[config.mk]
export PLATFORM = sky130hd
export DESIGN_NAME = timer_counter_pwm_8bit
export DESIGN_NICKNAME = d
export VERILOG_FILES = /design/src/design/tcp_pkg.sv /design/src/design/tcp_cfg_regs.sv /design/src/design/tcp_core.sv /design/src/design/timer_counter_pwm_8bit.sv
export SDC_FILE = /design/constraint.sdc
export NUM_CORES = 1
export LEC_CHECK = 0
export BUFFER_PORTS_ARGS = -buffer_cell sky130_fd_sc_hd__buf_4
export CORE_ASPECT_RATIO = 1.1
export CORE_MARGIN = 1
export CORE_UTILIZATION = 49
export DETAILED_ROUTE_END_ITERATION = 12
export PLACE_DENSITY_LB_ADDON = 0.15
export SKIP_CTS_REPAIR_TIMING = 1
export SLEW_MARGIN = 5
export SYNTH_ARGS = -nofsm -noshare
export SYNTH_HDL_FRONTEND = slang
export SYNTH_SLANG_ARGS = --single-unit
[constraint.sdc]
create_clock -name aclk -period 3 [get_ports aclk]
set_input_delay 0.6 -clock aclk [delete_from_list [all_inputs] [get_ports aclk]]
set_output_delay 0.6 -clock aclk [all_outputs]
set_load 0.05 [all_outputs]
[src/design/tcp_pkg.sv]
// ----------------------------------------------------------------------------
// tcp_pkg: shared types and constants of the 8-bit timer/counter
// Payload structs, configuration codes and the compare output action.
// ----------------------------------------------------------------------------
package tcp_pkg;

    localparam int COUNTER_WIDTH = 8;
    localparam int PRESCALE_WIDTH = 10;
    localparam int CFG_INDEX_WIDTH = 3;
    localparam int CFG_DATA_WIDTH = 8;

    typedef enum logic [1:0] {
        WM_NORMAL = 2'd0,
        WM_CTC    = 2'd1,
        WM_FAST   = 2'd2,
        WM_PHASE  = 2'd3
    } tcp_wave_t;

    typedef enum logic [1:0] {
        COM_OFF    = 2'd0,
        COM_TOGGLE = 2'd1,
        COM_CLEAR  = 2'd2,
        COM_SET    = 2'd3
    } tcp_com_t;

    localparam logic [2:0] CS_STOP    = 3'd0;
    localparam logic [2:0] CS_DIV1    = 3'd1;
    localparam logic [2:0] CS_DIV8    = 3'd2;
    localparam logic [2:0] CS_DIV64   = 3'd3;
    localparam logic [2:0] CS_DIV256  = 3'd4;
    localparam logic [2:0] CS_DIV1024 = 3'd5;

    localparam logic [CFG_INDEX_WIDTH-1:0] REG_WAVE_MODE    = 3'd0;
    localparam logic [CFG_INDEX_WIDTH-1:0] REG_COM_MODE     = 3'd1;
    localparam logic [CFG_INDEX_WIDTH-1:0] REG_CLOCK_SELECT = 3'd2;
    localparam logic [CFG_INDEX_WIDTH-1:0] REG_COMPARE      = 3'd3;
    localparam logic [CFG_INDEX_WIDTH-1:0] REG_OVF_IRQ_EN   = 3'd4;
    localparam logic [CFG_INDEX_WIDTH-1:0] REG_CMP_IRQ_EN   = 3'd5;

    typedef struct packed {
        tcp_wave_t  wave_mode;
        tcp_com_t   compare_output_mode;
        logic [2:0] clock_select;
        logic [7:0] compare_value;
        logic       overflow_irq_enable;
        logic       compare_irq_enable;
    } tcp_cfg_t;

    typedef struct packed {
        logic       load_counter;
        logic [7:0] load_value;
        logic       clear_overflow_flag;
        logic       clear_compare_flag;
        logic       force_compare;
    } tcp_in_t;

    typedef struct packed {
        logic [7:0] count_value;
        logic       wave_out;
        logic       overflow_flag;
        logic       compare_flag;
        logic       overflow_irq;
        logic       compare_irq;
    } tcp_out_t;

    function automatic logic tcp_action(input logic pin, input tcp_com_t act);
        logic res;
        res = pin;
        case (act)
            COM_TOGGLE: res = ~pin;
            COM_CLEAR:  res = 1'b0;
            COM_SET:    res = 1'b1;
            default:    res = pin;
        endcase
        return res;
    endfunction

endpackage

[src/design/tcp_cfg_regs.sv]
// ----------------------------------------------------------------------------
// tcp_cfg_regs: configuration register file
// Decodes register writes by index; unknown indexes are dropped.
// ----------------------------------------------------------------------------
module tcp_cfg_regs
    import tcp_pkg::*;
(
    input  logic                       aclk,
    input  logic                       aresetn,
    input  logic                       cfg_valid,
    input  logic [CFG_INDEX_WIDTH-1:0] cfg_index,
    input  logic [CFG_DATA_WIDTH-1:0]  cfg_data,
    output tcp_cfg_t                   cfg
);

    tcp_cfg_t cfg_reg;

    always_ff @(posedge aclk) begin
        if (!aresetn) begin
            cfg_reg <= '0;
        end else if (cfg_valid) begin
            unique case (cfg_index)
                REG_WAVE_MODE:    cfg_reg.wave_mode <= tcp_wave_t'(cfg_data[1:0]);
                REG_COM_MODE:     cfg_reg.compare_output_mode <= tcp_com_t'(cfg_data[1:0]);
                REG_CLOCK_SELECT: cfg_reg.clock_select <= cfg_data[2:0];
                REG_COMPARE:      cfg_reg.compare_value <= cfg_data[7:0];
                REG_OVF_IRQ_EN:   cfg_reg.overflow_irq_enable <= cfg_data[0];
                REG_CMP_IRQ_EN:   cfg_reg.compare_irq_enable <= cfg_data[0];
                default: ;
            endcase
        end
    end

    assign cfg = cfg_reg;

endmodule

[src/design/tcp_core.sv]
// ----------------------------------------------------------------------------
// tcp_core: timer state and next-state logic
// Prescaler, counter, direction, pin level and flags; advances one system
// clock per step and presents the values after that clock.
// ----------------------------------------------------------------------------
module tcp_core
    import tcp_pkg::*;
(
    input  logic     aclk,
    input  logic     aresetn,
    input  tcp_cfg_t cfg,
    input  logic     step,
    input  tcp_in_t  item,
    output tcp_out_t result
);

    localparam logic [COUNTER_WIDTH-1:0] CNT_MAX = '1;
    localparam logic [COUNTER_WIDTH-1:0] CNT_ONE = COUNTER_WIDTH'(1);

    logic [PRESCALE_WIDTH-1:0] prescale_reg, prescale_next;
    logic [COUNTER_WIDTH-1:0]  counter_reg, counter_next;
    logic                      down_reg, down_next;
    logic                      pin_reg, pin_next;
    logic                      ovf_reg, ovf_next;
    logic                      cmp_reg, cmp_next;

    logic tick;
    logic match;
    logic at_max;
    logic pwm_on;
    logic inv;
    logic up;

    always_comb begin
        case (cfg.clock_select)
            CS_DIV1:    tick = 1'b1;
            CS_DIV8:    tick = &prescale_reg[2:0];
            CS_DIV64:   tick = &prescale_reg[5:0];
            CS_DIV256:  tick = &prescale_reg[7:0];
            CS_DIV1024: tick = &prescale_reg[9:0];
            default:    tick = 1'b0;
        endcase
    end

    assign match  = counter_reg == COUNTER_WIDTH'(cfg.compare_value);
    assign at_max = counter_reg == CNT_MAX;
    assign pwm_on = cfg.compare_output_mode == COM_CLEAR || cfg.compare_output_mode == COM_SET;
    assign inv    = cfg.compare_output_mode == COM_SET;

    always_comb begin
        counter_next  = counter_reg;
        down_next     = down_reg;
        pin_next      = pin_reg;
        ovf_next      = ovf_reg & ~item.clear_overflow_flag;
        cmp_next      = cmp_reg & ~item.clear_compare_flag;
        prescale_next = prescale_reg + PRESCALE_WIDTH'(1);
        up            = 1'b1;

        if (item.force_compare && (cfg.wave_mode == WM_NORMAL || cfg.wave_mode == WM_CTC)) begin
            pin_next = tcp_action(pin_reg, cfg.compare_output_mode);
        end

        if (item.load_counter) begin
            counter_next = COUNTER_WIDTH'(item.load_value);
        end else if (tick) begin
            case (cfg.wave_mode)
                WM_NORMAL: begin
                    if (at_max) begin
                        counter_next = '0;
                        ovf_next = 1'b1;
                    end else begin
                        counter_next = counter_reg + CNT_ONE;
                    end
                    if (match) begin
                        cmp_next = 1'b1;
                        pin_next = tcp_action(pin_next, cfg.compare_output_mode);
                    end
                end
                WM_CTC: begin
                    if (at_max) begin
                        counter_next = '0;
                        ovf_next = 1'b1;
                    end else if (match) begin
                        counter_next = '0;
                    end else begin
                        counter_next = counter_reg + CNT_ONE;
                    end
                    if (match) begin
                        cmp_next = 1'b1;
                        pin_next = tcp_action(pin_next, cfg.compare_output_mode);
                    end
                end
                WM_FAST: begin
                    counter_next = at_max ? '0 : counter_reg + CNT_ONE;
                    if (at_max) begin
                        ovf_next = 1'b1;
                    end
                    if (match) begin
                        cmp_next = 1'b1;
                        if (pwm_on) begin
                            pin_next = inv;
                        end
                    end
                    if (at_max && pwm_on) begin
                        pin_next = ~inv;
                    end
                end
                default: begin
                    if (!down_reg) begin
                        if (at_max) begin
                            down_next = 1'b1;
                            counter_next = CNT_MAX - CNT_ONE;
                            up = 1'b0;
                        end else begin
                            counter_next = counter_reg + CNT_ONE;
                        end
                    end else begin
                        if (counter_reg == '0) begin
                            down_next = 1'b0;
                            counter_next = CNT_ONE;
                            ovf_next = 1'b1;
                        end else begin
                            counter_next = counter_reg - CNT_ONE;
                            up = 1'b0;
                        end
                    end
                    if (match) begin
                        cmp_next = 1'b1;
                        if (pwm_on) begin
                            pin_next = up ? inv : ~inv;
                        end
                    end
                end
            endcase
        end
    end

    always_ff @(posedge aclk) begin
        if (!aresetn) begin
            prescale_reg <= '0;
            counter_reg  <= '0;
            down_reg     <= 1'b0;
            pin_reg      <= 1'b0;
            ovf_reg      <= 1'b0;
            cmp_reg      <= 1'b0;
        end else if (step) begin
            prescale_reg <= prescale_next;
            counter_reg  <= counter_next;
            down_reg     <= down_next;
            pin_reg      <= pin_next;
            ovf_reg      <= ovf_next;
            cmp_reg      <= cmp_next;
        end
    end

    always_comb begin
        result.count_value   = counter_next[7:0];
        result.wave_out      = pin_next;
        result.overflow_flag = ovf_next;
        result.compare_flag  = cmp_next;
        result.overflow_irq  = ovf_next & cfg.overflow_irq_enable;
        result.compare_irq   = cmp_next & cfg.compare_irq_enable;
    end

endmodule

[src/design/timer_counter_pwm_8bit.sv]
// ----------------------------------------------------------------------------
// timer_counter_pwm_8bit: 8-bit timer/counter with compare output and PWM
// Each transfer on the s_ channel is one system clock of the timer. The
// block steps its prescaler, counter, pin level and flags and returns one
// result transfer on the m_ channel with the values after that clock.
// Configuration is written on the cfg_ channel (index 0 wave mode, 1 compare
// output mode, 2 the clock select, 3 compare value, 4 overflow irq enable,
// 5 compare irq enable); the user must write it only while no transfer is
// in flight, the block does not enforce this, and cfg_ready is always high.
// An item waits in the input register, and the step loads the timer state
// and the result register together once the result register is empty or
// being read. Throughput: one transfer per cycle while m_ready does not
// stall the result channel; the timer state is stepped combinationally
// between the two registers.
// When m_ready is low the result holds, the input register fills, and
// s_ready drops only once both registers are full.
// Reset (aresetn low, synchronous) clears the timer state, the configuration
// registers and both valid bits; the data registers are not reset.
// ----------------------------------------------------------------------------
module timer_counter_pwm_8bit
    import tcp_pkg::*;
(
    input  logic                       aclk,
    input  logic                       aresetn,
    input  logic                       s_valid,
    output logic                       s_ready,
    input  tcp_in_t                    s_data,
    output logic                       m_valid,
    input  logic                       m_ready,
    output tcp_out_t                   m_data,
    input  logic                       cfg_valid,
    output logic                       cfg_ready,
    input  logic [CFG_INDEX_WIDTH-1:0] cfg_index,
    input  logic [CFG_DATA_WIDTH-1:0]  cfg_data
);

    tcp_cfg_t cfg;
    tcp_in_t  in_data_reg;
    logic     in_valid_reg;
    tcp_out_t out_data_reg;
    logic     out_valid_reg;
    tcp_out_t result;
    logic     advance;

    assign cfg_ready = 1'b1;
    assign advance   = in_valid_reg & (~out_valid_reg | m_ready);
    assign s_ready   = ~in_valid_reg | advance;

    tcp_cfg_regs u_cfg (
        .aclk      (aclk),
        .aresetn   (aresetn),
        .cfg_valid (cfg_valid),
        .cfg_index (cfg_index),
        .cfg_data  (cfg_data),
        .cfg       (cfg)
    );

    tcp_core u_core (
        .aclk    (aclk),
        .aresetn (aresetn),
        .cfg     (cfg),
        .step    (advance),
        .item    (in_data_reg),
        .result  (result)
    );

    always_ff @(posedge aclk) begin
        if (!aresetn) begin
            in_valid_reg  <= 1'b0;
            out_valid_reg <= 1'b0;
        end else begin
            if (s_ready) begin
                in_valid_reg <= s_valid;
            end
            if (advance) begin
                out_valid_reg <= 1'b1;
            end else if (m_ready) begin
                out_valid_reg <= 1'b0;
            end
        end
    end

    always_ff @(posedge aclk) begin
        if (s_valid && s_ready) begin
            in_data_reg <= s_data;
        end
        if (advance) begin
            out_data_reg <= result;
        end
    end

    assign m_valid = out_valid_reg;
    assign m_data  = out_data_reg;

endmodule

# Word-level counts from Yosys, hierarchy flattened
# Cells that the tools add are included.
# W data, S select, Z words.
# op_classes
n_addsub	3
eq_ne	17
n_bitwise	16
reduce_logical	23
n_mux	43
# ops
operator	count
$mux W8	8
$mux W1	30
$pmux W8 S2	1
$eq A3 B2 Y1 const B	4
$eq A3 B3 Y1 const B	4
$reduce_and A2 Y1	6
$add A10 B1 Y10 const B	1
$reduce_and A10 Y1	1
$not A1 Y1	9
$add A8 B1 Y8 const B	1
$eq A8 B8 Y1	1
$eq A8 B8 Y1 const B	1
$logic_not A8 Y1	1
$reduce_and A8 Y1	1
$sub A8 B1 Y8 const B	1
$eq A2 B2 Y1 const B	3
$eq A3 B1 Y1 const B	2
$pmux W1 S3	2
$reduce_and A6 Y1	1
$and A1 B1 Y1	5
$pmux W1 S5	1
$eq A2 B1 Y1 const B	2
$reduce_and A4 Y1	1
$reduce_or A2 Y1	2
9 further kinds	13
# totals
output_inout_bits	16
wordCells	127
inputBits	28
register_bits	66

# Depth between registers and ports, before layout
# Gate-level depths: netlist of the first run.
# logic_depth
ltp_word	12
depth_mapped	9
depth_no_buf	8

# Modules after synthesis
# A second synthesis of the first run with hierarchy kept.
# hier_totals
hier_cells	394
area_unflattened_um2	3677.3
# modules_own_cells
mod	area_each_um2	seq_area_each_um2	cells_each	n_inst
tcp_core	2114.5	440.4	289	1
timer_counter_pwm_8bit	865.8	790.8	36	1
tcp_cfg_regs	696.9	340.3	69	1

# Least setup slack after synthesis of the first run
# No wires, ideal clock.
# synth_timing
path_type	in2reg
startpoint	input m_ready
endpoint	register u_core.counter_reg[5]
setup_time_ns	0.156
cell_stages	7
slack_ns	0.891
n_path_buf	1
required_time_ns	2.844
arrival_time_ns	1.953
path_cell_list	nand2b_1 > nand2_1 > inv_1 > clkbuf_1 > nand2_1 > o221ai_1 > a21oi_1
# synth_via
elab_chain_cells	2
# synth_rtl
element	line	source
start: declaration	timer_counter_pwm_8bit.sv:29	input logic m_ready,
$or A1 B1 Y1	timer_counter_pwm_8bit.sv:46	assign advance = in_valid_reg & (~out_valid_reg | m_ready);
$and A1 B1 Y1	timer_counter_pwm_8bit.sv:46	
via advance	timer_counter_pwm_8bit.sv:43	logic advance;
end signal: assignment	tcp_core.sv:148	counter_reg <= counter_next;
end: declaration	tcp_core.sv:21	logic [COUNTER_WIDTH-1:0] counter_reg, counter_next;
# The timed path passes the listed nets, and every way through them passes these cells.
# A chain may end at the register's enable or synchronous reset.

==> impl_summary.md, run 1 <==
Timing
Dividing the final minimum period by the clock period gives 0.8120. For the pin with the worst max-slew slack, the measured transition is 642.1 ps. For the finished layout, the period the worst path requires is approximately 2400 ps. The setup total negative slack is 0 ps.

The worst setup skew after layout is 6.933 ps. Setup repair after global routing left no endpoint under its margin. The worst path meets setup with 563.9 ps of slack. Setup violations remaining at the end of the flow were counted as 0. Derived from the worst setup path, the maximum achievable clock frequency is 0.4105 GHz.

The count of final hold-check violations is 0. The worst slew margin relative to its limit is 0.5719. The number of slew-limit violations in the final report is 0.

Routing
In this run, the number of DRC markers left after iteration 0 of detailed routing was 171. The first detailed-routing pass ran for 9 iterations. The final wirelength is 8415 um. The average routed wire per standard cell is 16.53 um. In the routed design, unresolved DRC markers number 4. The via count is 2959. Once detail routing completed, the nets flagged for antenna violations numbered 0. The ratio of routed vias to standard cells is 5.813.

Synthesis
Counting flops with a built-in enable in the synthesized netlist gives 25. The count of different cell masters after synthesis is 67. Of the synthesized area, sequential elements account for 0.4324.

The cell count after synthesis came out at 383. By area the synthesized netlist is led by dfxtp_1, edfxtp_1, nand2_1, nor2_1, xnor2_1. Averaged over all synthesized cells, the footprint is about 9.5 um^2. The register bit count reported by yosys is 66. Summing every instance area after synthesis gives between 3000 and 4000 um^2. The commonest register cell after synthesis is dfxtp_1. The post-synthesis async set-or-reset flop share is 0.

For this run, the number of Yosys warnings is 0. The number of nets in the synthesized netlist is 416. The share of synthesized area in the top cell type comes to 0.2258. The cell taking the most area after synthesis is dfxtp_1.

GRT
The number of global-route vias before repair came to approximately 2800. The wire length of the first global-routing pass is ~14000 um. The overflow left after global routing is 0. The number of antenna violations at the first check in global routing is 0. The overall fraction of global-route tracks in use is 0.2257. Entering global routing, the biggest net connects 45 pins.

Power
Of the total power, the clock network draws 0.408. The part of the power in combinational logic is 0.129. The power density of the placed cells is 510.4 nW/um^2. IR analysis of the VDD net gives a maximum drop of 350.2 uV.

Of the total power, the share spent switching nets is 0.2580. The internal power contribution is 0.001603 W. The leakage power figure is 1.603 nW.

The sequential group share of total power is 0.463. For this design the total switching power over the nets is 0.0005574 W.

Run status
The checks that failed: design-rule violations. The flow ran to the end, but the final reports show violations.

Clock tree
The clock root buffer is clkbuf_8. The clock-pin slew on the worst setup and hold paths is 80 ps. The number of buffers on the longest clock path is 2. The number of H-tree branching levels is 3. TritonCTS built the clock tree.

The clock reaches the later pin of the worst-skew pair after 350 ps. The number of clock sinks is 66. The number of clock buffers added by TritonCTS is 9.

Worst hold path
The path category of the worst min-delay check is input port to flip-flop.

Worst setup path
The required time at the endpoint of the critical path is between 3000 and 4000 ps. For this run, the slowest stage of the critical path takes 510 ps. The most prevalent standard cell on the critical path is ha_1. At the worst endpoint, the arrival time is 2540 ps.

The critical path endpoint category is a flip-flop. Of all nets on the critical path, the largest fanout is 7. The worst setup path is launched from a flip-flop. The critical path goes through ha_1, ha_1, nand3b_1, a21oi_1, nor3_2, nor2_1, a22o_1, and2_1. Among all stages on the critical path, the largest delay is contributed by nor3_2. By startpoint and endpoint, the worst setup path is classified as flip-flop to flip-flop.

Finish
The flip-flop count of the largest register, all copies and words added is 17. The final net count is 452. The final instance area is around 4200 um^2. Leaving out filler cells and counting taps, the final layout contains a little over 500. The most common cell after layout, fill and taps aside is buf_4. The library cells used most frequently in the layout, excluding fill and tap cells, are buf_4, nand2_1, dfxtp_1.

0 antenna diodes ended up in the layout. For this run, the share of the core covered by cells in the final layout is 0.5973. Of the cells placed in the final design, the portion with a size suffix greater than 1 is 0.1863. The growth of design area from synthesis to finish is 16.45%.

Floorplan
The starting density of the core is 0.5129. The total area inside the core boundary comes to 7087 um^2. The horizontal die dimension is 84.12 um. For this design the top-level I/O count stands at 44. The floorplan die height is just over 90 um. The die area is between 7000 and 8000 um^2. After floorplanning, the core was divided into 32 placement rows.

Placement
The half-perimeter wire length after placement is between 5000 and 6000 um. The number of I/O port buffers is 42. After detailed placement, the design holds a cell count of 493. Once placement finished, the instance area stood at ~4000 um^2. The congestion estimate from routability-driven global placement came to 0.8630.

Timing analysis after detailed placement gives a worst setup slack of ~550 ps.

Flow run
Across the run, the number of max-cap violations was 0.
[cells in the mapped netlist (3+ instances only)]
cell	count
nor2_1	32
and2_1	14
nand2b_1	5
mux2i_1	8
inv_1	10
and3_1	6
o21ai_0	8
a21boi_0	11
o22ai_1	3
o221ai_1	4
nand3_1	11
or3_1	3
o31ai_1	6
nor3_1	6
a31oi_1	3
xor2_1	12
dfxtp_1	41
nor2b_1	16
buf_2	7
ha_1	5
xnor2_1	13
clkbuf_1	11
buf_4	7
nand4_1	4
edfxtp_1	25
a21oi_1	13
nand2_1	41
nand3b_1	4
[through the flow]
stage / total power, W / hold slack (ps)
2_1_floorplan: 0.001208 / 455.1
3_3_place_gp: 0.001296 / 467.2
3_5_place_dp: 0.001298 / 475.9
4_1_cts: 0.002178 / 409.2
5_1_grt: 0.002244 / 404.0
6_report: 0.002160 / 424.1
[cells by family (layout without fill, tap and decap cells)]
kind of cell / Yosys count / count (layout) / share of synthesized area
adders and majority gates: 5 / 5 / 0.01721
other: 1 / 1 / 0.001032
and+or+nand+nor: 161 / 161 / 0.2427
muxes: 9 / 9 / 0.02513
buffers and inverters: 36 / 77 / 0.04888
DFF: 66 / 66 / 0.4324
AOI/OAI and AO/OA: 80 / 80 / 0.1725
xor gates and xnor gates: 25 / 25 / 0.06024
[layout make-up]
class / instances / area, um^2
Clock buffer: 11 / 152.6
Multi-Input combinational cell: 281 / 1886
Fill cell: 622 / 2854
Sequential cell: 66 / 1572
Timing Repair Buffer: 51 / 395.4
Clock inverter: 5 / 83.83
Inverter: 10 / 37.54
Tap cell: 85 / 106.4
[worst max-delay path: cells and delay by family, from the launching register on]
| family | cells | cell delay (ps) |
|---|---|---|
| adder cells (fa/ha/maj) | 2 | 440 |
| AO/OA/AOI/OAI | 2 | 400 |
| flip-flops | 1 | 340 |
| AND/OR/NAND/NOR | 4 | 1010 |
[layer usage]
metal	vias to the layer above	wire [um]	global-route usage
met3	12	444	0.05080
met2	97	4123	0.3852
li1	1455	-	-
met1	1395	3734	0.2783
met5	-	0	0
met4	0	113	0.08477
[power groups by stage]
stage	clock (W)	sequential [W]	combinational, W
floorplan	0	0.00104	0.000173
global placement	0	0.00102	0.000276
detailed placement	0	0.00102	0.000278
CTS	0.000899	0.00100	0.000279
global route	0.000939	0.00100	0.000302
finish	0.000881	0.00100	0.000279
[worst paths after layout]
| path | end | startpoint | cells past startpoint | slack, ps |
|---|---|---|---|---|
| worst max-delay path | m_data[0] | u_core.prescale_reg[0] | 8 | 560 |
| worst min-delay path | in_data_reg[3] | s_data[3] | 1 | 420 |
| worst max register to register | m_data[0] | u_core.prescale_reg[0] | 8 | 560 |
| worst min register to register | u_core.prescale_reg[1] | u_core.prescale_reg[1] | 2 | 480 |
Note: power is estimated with default switching activity, not from simulation.
==> run 2: changes to the inputs <==
==> constraint.sdc (replaced) <==
create_clock -name aclk -period 2.4 [get_ports aclk]
set_input_delay 0.48 -clock aclk [delete_from_list [all_inputs] [get_ports aclk]]
set_output_delay 0.48 -clock aclk [all_outputs]
set_load 0.05 [all_outputs]
==> run 2 against run 1 <==
- the flow still finishes with violations (design-rule violations)
- maximum frequency up 9.4%
- non-clock buffer count up 12
- sequential power up 24%
- flip-flop and latch count unchanged
- clock power down 0.9%
- critical endpoint is now u_core.pin_reg
- highest routed layer unchanged
==> impl_summary.md, run 2 (synthesis gave the netlist of run 1 again) <==
GRT
The met2 demand-to-capacity share in global routing is 0.3811. The overall fraction of global-route tracks in use is 0.2260. The wire length of the first global-routing pass is 13600 um.

The overflow left after global routing is 0. In this run the most used layer during global routing was met2. The met1 layer usage reported by global route is 0.2812. The number of antenna violations at the first check in global routing came to 0. The met3 routing resource usage after global routing is 0.04545. Entering global routing, the biggest net connects 45 pins. The number of global-route vias before repair is 2883.

Floorplan
In this run the standard cell core region covers approximately 7000 um^2. The die area is about 7800 um^2. The initial utilization of the core area, before any placement, comes to 0.5129. Row generation in the floorplan step produced 32 rows. The number of primary I/O pins is 44.

The horizontal die dimension is 84.12 um. Measured along the y axis, the die boundary spans 92.33 um.

Finish
The register with the most flip-flops in the layout has 17 of them. After the last flow step, the layout net total stands at 464. The most common cell after layout, fill and taps aside is buf_4. The growth of design area from synthesis to finish is 17.87%. The top cell types in the final layout, fill and taps aside, are buf_4, nand2_1, dfxtp_1.

In the final layout, the share of cells above drive strength 1 is 0.2202. The number of antenna diodes in the final layout is 0. The layout filler cell count is 619. The final instance area is roughly 4300 um^2.

Clock tree
The H-tree was split into 3 levels. The clock root buffer is clkbuf_8. After clock tree synthesis, the clock-pin slew on the worst setup and hold paths is roughly 70 ps. The number of clock sinks is 66. In this run, CTS created clock tree buffers numbering 9. The clock passes through at most 2 buffers. The TritonCTS clock tree is done. The later pin in the worst-skew pair is clocked with a latency of 340 ps.

Routing
In the routed layout, each cell is associated on average with a via count of 5.770. The first TritonRoute pass finished after 9 iterations. The final wirelength is 8345 um. The remaining antenna violation count is 0.

The average routed wire per standard cell is between 15 and 20 um. The post-route DRC violation count is 4. The number of DRC markers in iteration 0 is 184. The via count is 3006.

Placement
The placement-stage worst setup slack is 13.51 ps. The congestion estimate from routability-driven global placement came to 0.8735. The number of I/O port buffers is 42.

The placed instances occupy a cell area of 4074 um^2. Once detailed placement completed, the half-perimeter wirelength came to 6039 um.

Worst setup path
The required time at the endpoint of the critical path is 2640 ps. The critical path endpoint category is a flip-flop. Walking the worst path, the cells encountered are buf_4, nand4_4, nor2_1, buf_4, o21ai_1, a311oi_1, a41oi_1, a31o_1. The worst setup path is launched from a flip-flop. By instance count, the cell type seen most on the critical path is buf_4. The largest fanout on the critical path is 9.

The delay of the slowest cell on the worst path is 530 ps. The worst setup path is of the flip-flop to flip-flop kind. For the worst setup path, the data arrival time is 2460 ps. The slowest stage of the critical path is the dfxtp_1 cell.

Timing
The worst slew margin relative to its limit is 0.5487. At the pin with the least slew margin, the transition time is 676.9 ps. The worst setup slack after layout is 173.1 ps. The total of endpoints with negative setup slack in the final report is 0. After layout, the minimum clock period comes to ~2200 ps. The number of slew-limit violations in the final report is 0. The worst setup skew after layout is 10.25 ps.

In the final timing run, aggregate negative setup slack is 0 ps. The count of final hold-check violations came to 0. Setup repair after global routing left no endpoint under its margin. Dividing the final minimum period by the clock period gives 0.9279. The maximum achievable frequency is 0.4491 GHz.

Flow run
The tool flagged a number of max-cap violations equal to 0.

Run status
The run finished, with violations left. The checks that failed: design-rule violations.

Power
Dividing total power by cell area gives a power density of approximately 580 nW/um^2. The worst-case IR drop observed on VDD is 349.4 uV. The analysis attributes to cell leakage a power of 1.634 nW.

Worst hold path
The worst hold path belongs to the class input port to flip-flop.
## run 2: cell types whose count changed in the layout (fill, tap and decap cells not counted), moves of 2 or more
cell,previous run,this run
dfxtp_1,41,39
clkbuf_8,9,12
dfxtp_2,0,2
bufinv_16,2,0
clkinv_4,2,0
buf_4,50,63
## run 2: cell type report
type	instances	area, um^2	area share
Inverter	10	37.54	0.008762
Timing Repair Buffer	63	473.0	0.1104
Sequential cell	66	1574	0.3674
Clock buffer	14	172.7	0.04030
Multi-Input combinational cell	281	1908	0.4454
Tap cell	85	106.4	0.02482
Clock inverter	2	12.51	0.002921
## run 2: worst paths after layout
kind                    startpoint  cells past startpoint        endpoint  slack, ps
max reg2reg  u_core.counter_reg[5]                      8  u_core.pin_reg        170
max          u_core.counter_reg[5]                      8  u_core.pin_reg        170
min                      s_data[1]                      1  in_data_reg[1]        310
min reg2reg           u_cfg.cfg[2]                      2    u_cfg.cfg[2]        480
## run 2: per-layer routing
| metal | share of wire | vias to the layer above |
|---|---|---|
| li1 | - | 1480 |
| met1 | 0.45 | 1416 |
| met2 | 0.48 | 94 |
| met3 | 0.046 | 16 |
| met4 | 0.024 | 0 |
| met5 | 0 | - |
## run 2: report_power, final
group / internal, W / switching [W]
registers: 0.00121 / 0.0000348
clock network: 0.000459 / 0.000414
logic: 0.000155 / 0.000214
## run 2: stage by stage
| step | power (W) | std cells | util | hold WS (ps) |
|---|---|---|---|---|
| floorplan | 0.001510 | 383 | - | 455.1 |
| global placement | 0.001629 | 505 | 0.5749 | 466.4 |
| detailed placement | 0.001632 | 505 | 0.5749 | 472.1 |
| CTS | 0.002502 | 521 | 0.6010 | 292.0 |
| global route | 0.002586 | 521 | 0.6045 | 290.2 |
| finish | 0.002485 | 521 | 0.6045 | 312.6 |
## run 2: critical path, delay by kind of cell, from the launching register on
kind / cells / cell delay (ps)
DFF: 1 / 530
and+or+nand+nor: 2 / 370
AOI/OAI and AO/OA: 4 / 820
buffers and inverters: 2 / 410
==> run 3: changes to the inputs <==
--- a/config.mk
+++ b/config.mk
@@ -5,9 +5,10 @@
 export SDC_FILE = /design/constraint.sdc
 export NUM_CORES = 1
 export LEC_CHECK = 0
+export ABC_AREA = 1
 export BUFFER_PORTS_ARGS = -buffer_cell sky130_fd_sc_hd__buf_4
 export CORE_ASPECT_RATIO = 1.1
-export CORE_MARGIN = 1
+export CORE_MARGIN = 10
 export CORE_UTILIZATION = 49
 export DETAILED_ROUTE_END_ITERATION = 12
 export PLACE_DENSITY_LB_ADDON = 0.15
==> run 3 against run 2 <==
- flip-flop and latch count did not move
- routed wire length is 11% higher
- clock skew down 3.1 ps
- register-to-register slack gained 110 ps
- combinational power grew 21%
- maximum frequency is 5.0% higher
- die area increased by 45%
- setup slack better by 110 ps
- highest routed layer unchanged
- largest cell class unchanged
- global-route usage is 5.6 points lower
- the run now ends clean
==> impl_summary.md, run 3 <==
Power
For this design the ratio of total power to cell area is between 600 and 700 nW/um^2. The switching power is 0.0008103 W. The leakage power figure is slightly below 2 nW.

Cell internal power was estimated by the tool at 0.001869 W. The portion of total power attributed to the clock network is 0.361. Of the total power, registers draw 0.473. The switching fraction of total power is 0.3024.

Of the total power, combinational logic draws 0.167. The largest vdd supply drop is 469.8 uV.

Timing
The count of final hold-check violations is 0. Setup violations remaining at the end of the flow were counted as 0. Setup total negative slack on the finished layout was measured at 0 ps. The worst setup skew after layout is 7.154 ps. The slew at the pin closest to its max-slew limit is 645.3 ps.

Setup repair after global routing left no endpoint under its margin. The worst slew margin relative to its limit is 0.5671. The maximum achievable frequency is 0.4716 GHz. The share of the clock period used by the worst path after layout is 0.8835.

The number of slew-limit violations in the final report is 0. Subtracting the final worst setup slack from the clock period gives 2120 ps.

GRT
The overall fraction of global-route tracks in use is 0.1699. Global routing finished with a remaining overflow of 0. The number of antenna violations at the first check in global routing was 0.

The maximum number of pins on one net before global-route repair is 25. The number of global-route vias before repair is 3267. The wire length of the first global-routing pass is between 15000 and 20000 um.

Worst setup path
The start-to-end type of the worst setup path is flip-flop to flip-flop. The critical path endpoint category is a flip-flop. In this run the worst path has a maximum fanout of 11.

Measured in cells, the most critical reg-to-reg path has a length of 10. Data arrives at the worst endpoint at 2230 ps. The kind of start point of the critical path is a flip-flop. The flop-to-flop setup slack is 280 ps. Data on the critical path is required at its endpoint by about 2500 ps.

Clock tree
The clock latency on the worst-skew pair is 350 ps. The number of H-tree branching levels is 3. The number of clock sinks is 66. The tree is rooted in a clkbuf_8. The TritonCTS clock tree is done.

The clock passes through at most 2 buffers. Buffers inserted during clock tree synthesis total 9. Clock-pin slew was measured on the worst setup and hold paths at 80 ps.

Finish
0 antenna diodes ended up in the layout. The share of layout cells above drive strength 1 is 0.1667. The library cell used most frequently in the layout, excluding fill and tap cells, is nand2_1.

The number of standard cells in the layout, taps in and fillers out is 637. The flip-flop count of the largest register, all copies and words added is 17. The final net count is 580.

Compared with the post-synthesis result, the final layout area differs by 16.23%. In the layout the commonest cells are nand2_1, inv_1, buf_4.

Run status
The flow ran to the end, and the final reports show no timing, DRC or antenna violations.

Synthesis
The cell area after synthesis is 3640 um^2. The post-synthesis async set-or-reset flop share is 0. In the post-synthesis netlist, the biggest area contributors are dfxtp_1, edfxtp_1, nand2_1, inv_1, a21oi_1. By count the netlist is led by nand2_1, inv_1, a21oi_1. Of the synthesized area, sequential elements account for 0.4318. In the synthesized netlist the dominant register cell turns out to be dfxtp_1. The average instance area after synthesis is 7.222 um^2.

The cell taking the most area after synthesis is dfxtp_1. Yosys printed 0 warnings. After synthesis, the netlist uses 40 different library cells. Among all cell types in the netlist, the one instantiated most often is nand2_1. The count of mapped cells out of synthesis is 504. In this run, synthesis produced a sequential element count of 66. Yosys mapped a number of flops with a built-in enable equal to 25.

The fraction of post-synthesis cell area in the top cell type by area is 0.2255. Counting every net in the synthesized netlist gives between 500 and 600.

Floorplan
The number of placement rows is 32. The initial utilization of the core area, before any placement, comes to 0.5107. The die covers 11280 um^2. The number of primary I/O pins is 44. The core area is between 7000 and 8000 um^2. Measured along the x axis, the die boundary spans 102.2 um. The die is 110.4 um tall.

Routing
The via count is 3326. The total iterations of the first detailed-routing run is 4. The final layout contains routed wiring with a total length of 9254 um.

In the final routed layout, each cell accounts on average for approximately 15 um. The ratio of routed vias to standard cells is around 5.2. The remaining antenna violation count is 0. After detailed routing, the number of remaining DRC violations is 0. After the first detailed-routing iteration, the DRC count stood at ~170.

Worst hold path
Counting instances, the worst hold path has a depth of 1. The path category of the worst min-delay check is input port to flip-flop.

Placement
The number of placed instances with taps included is 621. The weighted congestion at the end of routability-driven global placement is between 0.9 and 1. In this run the tool buffered the top-level ports with 42 buffer cells. Summed over all nets, the half-perimeter wirelength after detailed placement is 6947 um.

Flow run
The tool flagged a number of max-cap violations equal to 0.
run 3: metrics by stage:
stage          power, W  cell area, um^2  setup slack (ps)  hold slack (ps)    util
2_1_floorplan  0.001599             3640             511.5            443.7       -
3_3_place_gp   0.001732             4029             338.0            460.7  0.5653
3_5_place_dp   0.001738             4029             328.0            462.1  0.5653
4_1_cts        0.002706             4230             315.5            281.3  0.5936
5_1_grt        0.002813             4230             45.75            277.4  0.5936
6_report       0.002680             4230             279.7            294.8  0.5936
run 3: kinds of logic after synthesis:
group | synth area share
compound gates | 0.1365
fa+ha+maj | 0.01719
buf+inv | 0.1052
flops | 0.4318
xor+xnor | 0.02406
simple gates | 0.2843
other cells | 0.001030
run 3: per-layer routing:
layer | GRT usage | up-vias | share of wire
li1 | - | 1708 | -
met1 | 0.1809 | 1528 | 0.41
met2 | 0.3112 | 67 | 0.53
met3 | 0.03985 | 23 | 0.035
met4 | 0.07863 | 0 | 0.028
met5 | 0 | - | 0
run 3: path summary, 6_finish.rpt:
kind                          from         endpoint
max          u_core.counter_reg[1]        m_data[5]
min                     s_data[11]  in_data_reg[11]
max reg2reg  u_core.counter_reg[1]        m_data[5]
min reg2reg           u_cfg.cfg[8]     u_cfg.cfg[8]
run 3: worst max-delay path, cell delays in order (launching register included):
cell and delay, ps:
dfxtp_1 460, ha_1 230, nand2_1 100, nor2_4 170, nand2_1 250, inv_1 110, nor3_1 50, o21ai_0 160
nand3_1 90, o21ai_1 170, nand2_1 80
run 3: area by class of cell:
cell class,instances,area [um^2]
Clock buffer,9,123.9
Sequential cell,66,1572
Timing Repair Buffer,46,357.8
Multi-Input combinational cell,344,1685
Clock inverter,7,77.57
Fill cell,665,2897
Tap cell,85,106.4
Inverter,80,307.8
run 3: power by group through the flow:
stage                     Combinational [W]  Sequential [W]  Clock [W]
after CTS                          0.000448         0.00127   0.000990
after floorplan                    0.000284         0.00131          0
after global routing               0.000503         0.00127    0.00104
after global placement             0.000441         0.00129          0
final                              0.000447         0.00127   0.000966
after detailed placement           0.000446         0.00129          0
